### src/rtl/core/lz77_pkg.sv
`timescale 1ns / 1ps

package lz77_pkg;

  localparam int SEARCH_SIZE_DEF    = 256;
  localparam int LOOKAHEAD_SIZE_DEF = 16;

  localparam int SL_W  = 9;   // search_limit width
  localparam int ML_W  = 4;   // match_limit width
  localparam int OFF_W = 9;
  localparam int LEN_W = 4;

  localparam logic [SL_W-1:0] SEARCH_LIMIT_RST = 9'd5;
  localparam logic [ML_W-1:0] MATCH_LIMIT_RST  = 4'd15;

  localparam logic [1:0] CFG_SEARCH_LIMIT = 2'd0;
  localparam logic [1:0] CFG_MATCH_LIMIT  = 2'd1;

  // one input word held in the front queue
  typedef struct packed {
    logic       eoi;
    logic [7:0] data_byte;
  } item_t;

  // one token
  typedef struct packed {
    logic [OFF_W-1:0] offset;
    logic [LEN_W-1:0] length;
    logic [7:0]       next_byte;
    logic             has_byte;
    logic             last;
  } token_t;

endpackage

### src/rtl/core/lz77_front.sv
`timescale 1ns / 1ps

// Two-entry word queue between the input port and the encoder engine.
module lz77_front (
  input  logic              clk,
  input  logic              rst_n,
  input  logic              in_valid,
  output logic              in_ready,
  input  lz77_pkg::item_t   in_item,
  output logic              q_valid,
  input  logic              q_ready,
  output lz77_pkg::item_t   q_item
);

  lz77_pkg::item_t mem_r [2];
  logic       wp_r, wp_nxt;
  logic       rp_r, rp_nxt;
  logic [1:0] cnt_r, cnt_nxt;
  logic       push, pop;

  assign in_ready = (cnt_r != 2'd2);
  assign q_valid  = (cnt_r != 2'd0);
  assign q_item   = mem_r[rp_r];
  assign push     = in_valid && in_ready;
  assign pop      = q_valid && q_ready;

  always_comb begin
    wp_nxt  = push ? ~wp_r : wp_r;
    rp_nxt  = pop ? ~rp_r : rp_r;
    cnt_nxt = cnt_r + {1'b0, push} - {1'b0, pop};
  end

  always_ff @(posedge clk) begin
    if (!rst_n) begin
      wp_r  <= 1'b0;
      rp_r  <= 1'b0;
      cnt_r <= 2'd0;
    end else begin
      wp_r  <= wp_nxt;
      rp_r  <= rp_nxt;
      cnt_r <= cnt_nxt;
    end
  end

  always_ff @(posedge clk) begin
    if (push) begin
      mem_r[wp_r] <= in_item;
    end
  end

endmodule

### src/rtl/core/lz77_engine.sv
`timescale 1ns / 1ps

// Back end: lookahead queue, history memory, sequential match search and
// token output register.
module lz77_engine #(
  parameter int SEARCH_SIZE    = lz77_pkg::SEARCH_SIZE_DEF,
  parameter int LOOKAHEAD_SIZE = lz77_pkg::LOOKAHEAD_SIZE_DEF
) (
  input  logic                        clk,
  input  logic                        rst_n,
  input  logic [lz77_pkg::SL_W-1:0]   search_limit,
  input  logic [lz77_pkg::ML_W-1:0]   match_limit,
  input  logic                        q_valid,
  output logic                        q_ready,
  input  lz77_pkg::item_t             q_item,
  output logic                        tok_valid,
  input  logic                        tok_ready,
  output lz77_pkg::token_t            tok
);

  localparam int SW  = (SEARCH_SIZE > 2) ? $clog2(SEARCH_SIZE) : 1;
  localparam int FW  = $clog2(SEARCH_SIZE + 1);
  localparam int WW  = (FW > lz77_pkg::SL_W) ? FW : lz77_pkg::SL_W;
  localparam int CW  = $clog2(LOOKAHEAD_SIZE + 1);
  localparam int PAW = (LOOKAHEAD_SIZE > 2) ? $clog2(LOOKAHEAD_SIZE) : 1;
  localparam int LW  = lz77_pkg::LEN_W;
  localparam int MMAX_I = (LOOKAHEAD_SIZE - 1 < 15) ? (LOOKAHEAD_SIZE - 1) : 15;
  localparam logic [LW-1:0] MMAX = LW'(MMAX_I);

  localparam logic [3:0] ST_IDLE  = 4'd0;
  localparam logic [3:0] ST_CHECK = 4'd1;
  localparam logic [3:0] ST_REF   = 4'd2;
  localparam logic [3:0] ST_CAND  = 4'd3;
  localparam logic [3:0] ST_CMP   = 4'd4;
  localparam logic [3:0] ST_NEXT  = 4'd5;
  localparam logic [3:0] ST_EMIT  = 4'd6;
  localparam logic [3:0] ST_SHIFT = 4'd7;

  logic [3:0]    st_r, st_nxt;
  logic [7:0]    pend_r [LOOKAHEAD_SIZE];
  logic [CW-1:0] cnt_r;
  logic          flush_r;
  logic [SW-1:0] head_r;
  logic [FW-1:0] fill_r;
  logic [FW-1:0] win_r, d_r, boff_r;
  logic [LW-1:0] lim_r, len_r, best_r;
  logic [CW-1:0] sh_r;
  logic [7:0]    ref_r, rd_q, hist_q;
  logic [7:0]    hist_mem [SEARCH_SIZE];
  lz77_pkg::token_t tok_r;
  logic          tok_valid_r;

  logic [PAW-1:0] p_addr;
  logic [SW-1:0]  h_addr;
  logic [FW:0]    h_sum;
  logic [FW-1:0]  back;
  logic [WW-1:0]  s1, s_eff;
  logic [FW-1:0]  window;
  logic [LW-1:0]  em, lim;
  logic [7:0]     cand;
  logic           has;
  logic [CW-1:0]  used;
  logic           tok_free;

  assign q_ready   = (st_r == ST_IDLE);
  assign tok_valid = tok_valid_r;
  assign tok       = tok_r;
  assign tok_free  = !tok_valid_r || tok_ready;

  // effective limits
  always_comb begin
    s1 = (search_limit == '0) ? WW'(1) : WW'(search_limit);
    s_eff = (s1 > WW'(SEARCH_SIZE)) ? WW'(SEARCH_SIZE) : s1;
    window = (s_eff > WW'(fill_r)) ? fill_r : FW'(s_eff);
    em = (match_limit == '0) ? LW'(1) : match_limit;
    if (em > MMAX) em = MMAX;
    lim = (CW'(em) > cnt_r) ? LW'(cnt_r) : em;
  end

  // history address of candidate byte: head - (d - len), modulo size
  always_comb begin
    back  = d_r - FW'(len_r);
    h_sum = (FW+1)'(head_r) + (FW+1)'(SEARCH_SIZE) - (FW+1)'(back);
    if (h_sum >= (FW+1)'(SEARCH_SIZE)) h_sum = h_sum - (FW+1)'(SEARCH_SIZE);
    h_addr = SW'(h_sum);
  end

  always_comb begin
    case (st_r)
      ST_REF:  p_addr = PAW'(len_r);
      ST_CAND: p_addr = PAW'(len_r - LW'(d_r));
      default: p_addr = PAW'(best_r);
    endcase
  end

  assign cand = (FW'(len_r) < d_r) ? hist_q : rd_q;
  assign has  = (CW'(best_r) < cnt_r);
  assign used = CW'(best_r) + CW'(has);

  always_comb begin
    st_nxt = st_r;
    case (st_r)
      ST_IDLE:  if (q_valid) st_nxt = ST_CHECK;
      ST_CHECK: begin
        if (flush_r ? (cnt_r != '0) : (cnt_r >= CW'(em) + CW'(1))) begin
          st_nxt = (window == '0) ? ST_NEXT : ST_REF;
        end else begin
          st_nxt = ST_IDLE;
        end
      end
      ST_REF:   st_nxt = (len_r < lim_r) ? ST_CAND : ST_CMP;
      ST_CAND:  st_nxt = ST_CMP;
      ST_CMP:   begin
        if (len_r < lim_r && cand == ref_r && len_r + LW'(1) < lim_r) st_nxt = ST_REF;
        else if (d_r == win_r) st_nxt = ST_NEXT;
        else st_nxt = ST_REF;
      end
      ST_NEXT:  st_nxt = ST_EMIT;
      ST_EMIT:  if (tok_free) st_nxt = ST_SHIFT;
      ST_SHIFT: if (sh_r == CW'(1)) st_nxt = ST_CHECK;
      default:  st_nxt = ST_IDLE;
    endcase
  end

  always_ff @(posedge clk) begin
    if (!rst_n) begin
      st_r        <= ST_IDLE;
      cnt_r       <= '0;
      head_r      <= '0;
      fill_r      <= '0;
      flush_r     <= 1'b0;
      tok_valid_r <= 1'b0;
    end else begin
      st_r <= st_nxt;
      if (tok_valid_r && tok_ready && st_r != ST_EMIT) tok_valid_r <= 1'b0;
      case (st_r)
        ST_IDLE: begin
          if (q_valid) begin
            if (cnt_r < CW'(LOOKAHEAD_SIZE)) begin
              pend_r[PAW'(cnt_r)] <= q_item.data_byte;
              cnt_r <= cnt_r + CW'(1);
            end
            flush_r <= q_item.eoi;
          end
        end
        ST_CHECK: begin
          // start a token, or close the stream after the flush
          win_r  <= window;
          lim_r  <= lim;
          d_r    <= FW'(1);
          len_r  <= '0;
          best_r <= '0;
          boff_r <= '0;
          if (flush_r && cnt_r == '0) begin
            head_r  <= '0;
            fill_r  <= '0;
            flush_r <= 1'b0;
          end
        end
        ST_CAND: begin
          // queue byte at the current match position
          ref_r <= rd_q;
        end
        ST_CMP: begin
          if (len_r < lim_r && cand == ref_r && len_r + LW'(1) < lim_r) begin
            len_r <= len_r + LW'(1);
          end else begin
            // candidate done: keep the nearest of equal lengths
            if (len_r < lim_r && cand == ref_r) begin
              if (len_r + LW'(1) > best_r) begin
                best_r <= len_r + LW'(1);
                boff_r <= d_r;
              end
            end else if (len_r > best_r) begin
              best_r <= len_r;
              boff_r <= d_r;
            end
            len_r <= '0;
            if (d_r != win_r) d_r <= d_r + FW'(1);
          end
        end
        ST_EMIT: begin
          if (tok_free) begin
            tok_valid_r        <= 1'b1;
            tok_r.offset       <= lz77_pkg::OFF_W'(boff_r);
            tok_r.length       <= best_r;
            tok_r.next_byte    <= has ? rd_q : 8'd0;
            tok_r.has_byte     <= has;
            tok_r.last         <= flush_r && (used == cnt_r);
            sh_r               <= used;
          end
        end
        ST_SHIFT: begin
          // move one consumed byte into the history
          for (int i = 0; i < LOOKAHEAD_SIZE - 1; i++) pend_r[i] <= pend_r[i+1];
          cnt_r  <= cnt_r - CW'(1);
          sh_r   <= sh_r - CW'(1);
          head_r <= (head_r == SW'(SEARCH_SIZE - 1)) ? '0 : head_r + SW'(1);
          if (fill_r != FW'(SEARCH_SIZE)) fill_r <= fill_r + FW'(1);
        end
        default: ;
      endcase
    end
  end

  // registered reads of queue and history
  always_ff @(posedge clk) begin
    rd_q <= pend_r[p_addr];
    if (st_r == ST_SHIFT) begin
      hist_mem[head_r] <= pend_r[0];
    end
    hist_q <= hist_mem[h_addr];
  end

endmodule

### src/rtl/core/lz77_token_encoder_unit.sv
`timescale 1ns / 1ps
// Flow: an input word that completes a token yields it once the engine has
//   searched the window candidate by candidate and the token register is free.
// Throughput: one word at a time through the engine; the search is sequential,
//   each compared byte passing through the REF, CAND and CMP states in turn.
// Reset: synchronous, active low; clears queue, counts and output valid.
module lz77_token_encoder_unit #(
  parameter int SEARCH_SIZE    = lz77_pkg::SEARCH_SIZE_DEF,
  parameter int LOOKAHEAD_SIZE = lz77_pkg::LOOKAHEAD_SIZE_DEF
) (
  input  logic        clk,
  input  logic        rst_n,
  // input words
  input  logic        in_tvalid,
  output logic        in_tready,
  input  logic [7:0]  in_tdata,   // [7:0] data_byte
  input  logic        in_tlast,   // end_of_input
  // tokens
  output logic        out_tvalid,
  input  logic        out_tready,
  output logic [23:0] out_tdata,  // [8:0] offset, [12:9] length,
                                  // [20:13] next_byte, [21] has_byte
  output logic        out_tlast,  // last
  // register writes
  input  logic        cfg_valid,
  output logic        cfg_ready,
  input  logic [1:0]  cfg_index,
  input  logic [8:0]  cfg_data
);

  logic [lz77_pkg::SL_W-1:0] search_limit_r;
  logic [lz77_pkg::ML_W-1:0] match_limit_r;
  lz77_pkg::item_t  in_item, q_item;
  lz77_pkg::token_t tok;
  logic q_valid, q_ready;

  assign cfg_ready = 1'b1;

  // hold register values; reset restores defaults
  always_ff @(posedge clk) begin
    if (!rst_n) begin
      search_limit_r <= lz77_pkg::SEARCH_LIMIT_RST;
      match_limit_r  <= lz77_pkg::MATCH_LIMIT_RST;
    end else if (cfg_valid) begin
      case (cfg_index)
        lz77_pkg::CFG_SEARCH_LIMIT: search_limit_r <= cfg_data;
        lz77_pkg::CFG_MATCH_LIMIT:  match_limit_r  <= cfg_data[3:0];
        default: ;
      endcase
    end
  end

  assign in_item.data_byte = in_tdata;
  assign in_item.eoi       = in_tlast;

  // front queue decouples the input port from the search engine
  lz77_front u_front (
    .clk      (clk),
    .rst_n    (rst_n),
    .in_valid (in_tvalid),
    .in_ready (in_tready),
    .in_item  (in_item),
    .q_valid  (q_valid),
    .q_ready  (q_ready),
    .q_item   (q_item)
  );

  lz77_engine #(
    .SEARCH_SIZE    (SEARCH_SIZE),
    .LOOKAHEAD_SIZE (LOOKAHEAD_SIZE)
  ) u_engine (
    .clk          (clk),
    .rst_n        (rst_n),
    .search_limit (search_limit_r),
    .match_limit  (match_limit_r),
    .q_valid      (q_valid),
    .q_ready      (q_ready),
    .q_item       (q_item),
    .tok_valid    (out_tvalid),
    .tok_ready    (out_tready),
    .tok          (tok)
  );

  assign out_tdata = {2'b00, tok.has_byte, tok.next_byte, tok.length, tok.offset};
  assign out_tlast = tok.last;

endmodule

### config.mk
export PLATFORM = sky130hd
export DESIGN_NAME = lz77_token_encoder_unit
export DESIGN_NICKNAME = d
export VERILOG_FILES = /design/src/rtl/core/lz77_pkg.sv /design/src/rtl/core/lz77_front.sv /design/src/rtl/core/lz77_engine.sv /design/src/rtl/core/lz77_token_encoder_unit.sv
export SDC_FILE = /design/constraint.sdc
export NUM_CORES = 2
export LEC_CHECK = 0
export BUFFER_PORTS_ARGS = -buffer_cell sky130_fd_sc_hd__buf_4
export CORE_MARGIN = 5
export CORE_UTILIZATION = 50
export DETAILED_ROUTE_END_ITERATION = 10
export GPL_ROUTABILITY_DRIVEN = 0
export PLACE_DENSITY_LB_ADDON = 0.25
export SLEW_MARGIN = 20
export SYNTH_ARGS = -nofsm -noshare
export SYNTH_HDL_FRONTEND = slang
export SYNTH_HIERARCHICAL = 1
export SYNTH_SLANG_ARGS = --single-unit
### constraint.sdc
create_clock -name clk -period 4.6 [get_ports clk]
set_clock_uncertainty 0.15 [all_clocks]
set_input_delay 0.69 -clock clk [delete_from_list [all_inputs] [get_ports clk]]
set_output_delay 0.69 -clock clk [all_outputs]
set_load 0.01 [all_outputs]
==> results_dict.tcl <==
set metrics [dict create \
    synthTopCellsByArea "edfxtp_1 (73%), mux4_2 (12%), nand2_1 (2.6%), mux2i_1 (1.7%), dfxtp_1 (1.3%)" \
    switchingPower_mw 20.64 \
    cts_sinks 2330 \
    rsz0062_at_grt "yes" \
    cp.arrival_ps 5140 \
    grt_max_degree 216 \
    ant_nets 0 \
    yosys.cell_count.top_type "edfxtp_1" \
    drive_above_1_share_pct 24.45 \
    setup_viol 0 \
    fin_area_sq_mm 0.1084 \
    async_flop_share_pct 0 \
    routed_via_density 6.022 \
    drt_iter0_drc 5449 \
    p_total_mw 65.19 \
    hold_violations 0 \
    finalWirelength_microns 227100 \
    min_period_ps 4554 \
    synth_edf_count 2269 \
    avgSynthCellArea_sq_um 18.21 \
    rows 159 \
    cts_buffers 224 \
    r2r_cells 16 \
    syn2layout_area_growth_pct 15.43 \
    critPathKind "reg2reg" \
    crit_path_frequent_cell "buf_12" \
    synth_cell_types 74 \
    worstMarginPinSlew_ps 1222 \
    hold_depth 3 \
    io_pins 53 \
    crit_required_ps 5180 \
    synthCells 5159 \
    root_buffer "clkbuf_16" \
    fmax_ghz 0.2196 \
    multi_input_area_sq_mm 0.02372 \
    pwr-share-comb_pct 33.3 \
    antenna_found_initial 3 \
    slowest_stage "fa_4" \
    syn-cell-area_sq_mm 0.09393 \
    cts_tree "yes" \
    whs_endpoint "match_limit_r[3]" \
    max_stage_delay_ps 820 \
    rr_endpoint "u_engine/hist_q[1]" \
    clkPwrFrac_pct 28.3 \
    swShare_pct 31.66 \
    cts_buffer_depth 3 \
    place_worst_setup_slack_ps -244.5 \
    core_sq_mm 0.1874 \
    worstSetupStartpointType "flip-flop" \
    clock_latency_ps 860 \
    die_y_microns 443.4 \
    grt_pass1_vias 49520 \
    critPathTopFamily "adder cells" \
    hp-start "cfg_index[0]" \
    crit_buf_inv 8 \
    worstPathMaxFanout 10 \
    relSlewSlack_pct 18.55 \
    synthFlopType "edfxtp_1" \
    dp.final_hpwl_microns 139200 \
    r2r-start "u_engine/d_r[0]" \
    final_nets 5600 \
    portBuffers 49 \
    synth_seq_cells 2330 \
    crit_chain "inv_1 -> ha_2 -> inv_2 -> fa_2 -> inv_2 -> fa_4 -> buf_12 -> buf_12 -> buf_16 -> buf_12 -> mux4_2 -> mux2i_2 -> a221oi_2 -> buf_4 -> a22o_4 -> or4_1" \
    ys_warn_count 6 \
    worst_slack_ps 45.62 \
    h-tree-depth 4 \
    cap_viol_max_count 0 \
    synth_commonest_cells "edfxtp_1 (2269), nand2_1 (649), mux4_2 (519)" \
    synth_top_area_share_pct 72.54 \
    p_leak_nw 35.44 \
    start_util_pct 50.12 \
    dieArea_sq_mm 0.1966 \
    peakVddDrop_mv 0.3887 \
    grt_first_pass_wirelength_microns 332200 \
    cts.clk_slew.worst_paths_ps 70 \
    n_fill_cell 13840 \
    utilization_pct 57.86 \
    synth_top_area_cell "edfxtp_1" \
    vias 49370 \
    fp.dieW_microns 443.4 \
    dr.pass1.iters 6 \
    seq_power_share_pct 38.4 \
    track_usage_pct 22.68 \
    tns_ps 0 \
    drc_errors 0 \
    power.density_mw_per_mm2 601.3 \
    post_drt_wl_per_cell_microns 27.71 \
    ff2ff_setup_slack_ps 50 \
    seq_area_sq_mm 0.06936 \
    yosysSeqAreaShare_pct 73.84 \
    fin_crit_sh_pct 99.01 \
    end_kind "flip-flop" \
    run_status "finished clean" \
    p_int_mw 44.55 \
    min_path_type "in2reg" \
    finalMaxSlewViolations 0 \
    placed_area_sq_mm 0.09938 \
    grt_overflow_total 0 \
]
power by group through the flow:
stage | combinational [mW] | sequential [mW] | clock (mW)
3_3_place_gp | 19.2 | 25.5 | 0
2_1_floorplan | 10.3 | 26.1 | 0
4_1_cts | 20.4 | 25.0 | 18.7
3_5_place_dp | 19.4 | 25.5 | 0
5_1_grt | 22.7 | 25.1 | 19.7
6_report | 21.7 | 25.1 | 18.4
metrics by stage:
step | hold slack, ps | std cells
final | 65.72 | 8198
after global routing | 47.82 | 8197
after CTS | 3.851 | 8167
after detailed placement | 255.2 | 7707
after global placement | 254.0 | 7707
after floorplan | 250.3 | 5160
per-layer routing:
layer / vias to the layer above / wire [microns] / global-route usage (%)
li1: 21150 / - / -
met1: 25810 / 91070 / 31.75
met2: 2022 / 111000 / 36.61
met3: 387 / 17610 / 4.109
met4: 2 / 7461 / 7.375
met5: - / 10 / 0
placed cells by master, fill, tap and decap left out, drive strengths merged, types with 35 or more instances in the layout:
cell type	instances
nand2	649
mux4	519
clkinv	102
o21ai	72
xnor2	41
dfxtp	61
nand3	86
a31oi	40
a211oi	35
and2	48
nor2	331
clkbuf	289
inv	60
a21oi	50
buf	381
edfxtp	2269
nor2b	39
mux2i	164
ha	66
worst register-to-register path: stages, from the launching register on:
cell	delay [ps]
edfxtp_1	400
inv_1	80
ha_2	190
inv_2	40
fa_2	530
inv_2	50
fa_4	820
buf_12	140
buf_12	110
buf_16	130
buf_12	140
mux4_2	330
mux2i_2	260
a221oi_2	120
buf_4	170
a22o_4	300
or4_1	500
final cells by class:
| type | instances | share of cell area [%] |
|---|---|---|
| Sequential cell | 2330 | 63.97 |
| Multi-Input combinational cell | 2484 | 21.87 |
| Clock buffer | 278 | 5.440 |
| Timing Repair Buffer | 413 | 4.255 |
| Tap cell | 2495 | 2.879 |
| Clock inverter | 145 | 1.404 |
| Inverter | 52 | 0.1800 |
| Antenna cell | 1 | 0.002308 |
registers in the layout, summed over array words and instances (netlist names), 5 cells and up, named ones only:
signal             flops
search_limit_r         9
u_engine/boff_r        9
u_engine/cnt_r         5
u_engine/d_r           9
u_engine/fill_r        9
u_engine/head_r        8
u_engine/hist_mem   2048
u_engine/hist_q        8
u_engine/pend_r      128
u_engine/rd_q          8
u_engine/ref_r         8
u_engine/sh_r          5
u_engine/tok          23
u_engine/win_r         9
u_front/mem_r         18
logic make-up after synthesis:
logic type / Yosys count / synth area share, %
AO/OA/AOI/OAI: 376 / 2.767
AND/OR/NAND/NOR: 1270 / 5.796
multiplexers: 692 / 14.30
XOR/XNOR: 73 / 0.7087
flip-flops: 2330 / 73.84
buffers and inverters: 346 / 1.617
other: 2 / 0.007995
adder cells (fa/ha/maj): 70 / 0.9644
how the worst max path moves through the flow:
stage               cells past startpoint                   from  slack, ps                 endpoint
floorplan                               0  u_engine/pend_r[0][0]        390  u_engine/hist_mem[0][0]
global placement                       18        u_engine/d_r[0]       -280       u_engine/hist_q[2]
detailed placement                     17        u_engine/d_r[0]       -240       u_engine/hist_q[2]
CTS                                    14        u_engine/d_r[0]        -30       u_engine/hist_q[5]
global route                           16        u_engine/d_r[0]        -30       u_engine/hist_q[4]
finish                                 16        u_engine/d_r[0]         50       u_engine/hist_q[1]
what timing repair did:
item                       in CTS  in global routing
gates resized for setup        82                 95
pin swaps                       7                 18
hold buffers                   21                  0
hold endpoints to repair       32                  0
setup endpoints to repair       8                  8
cloned                          4                 12
setup buffers                  12                 22
(Power assumes the default switching activity.)
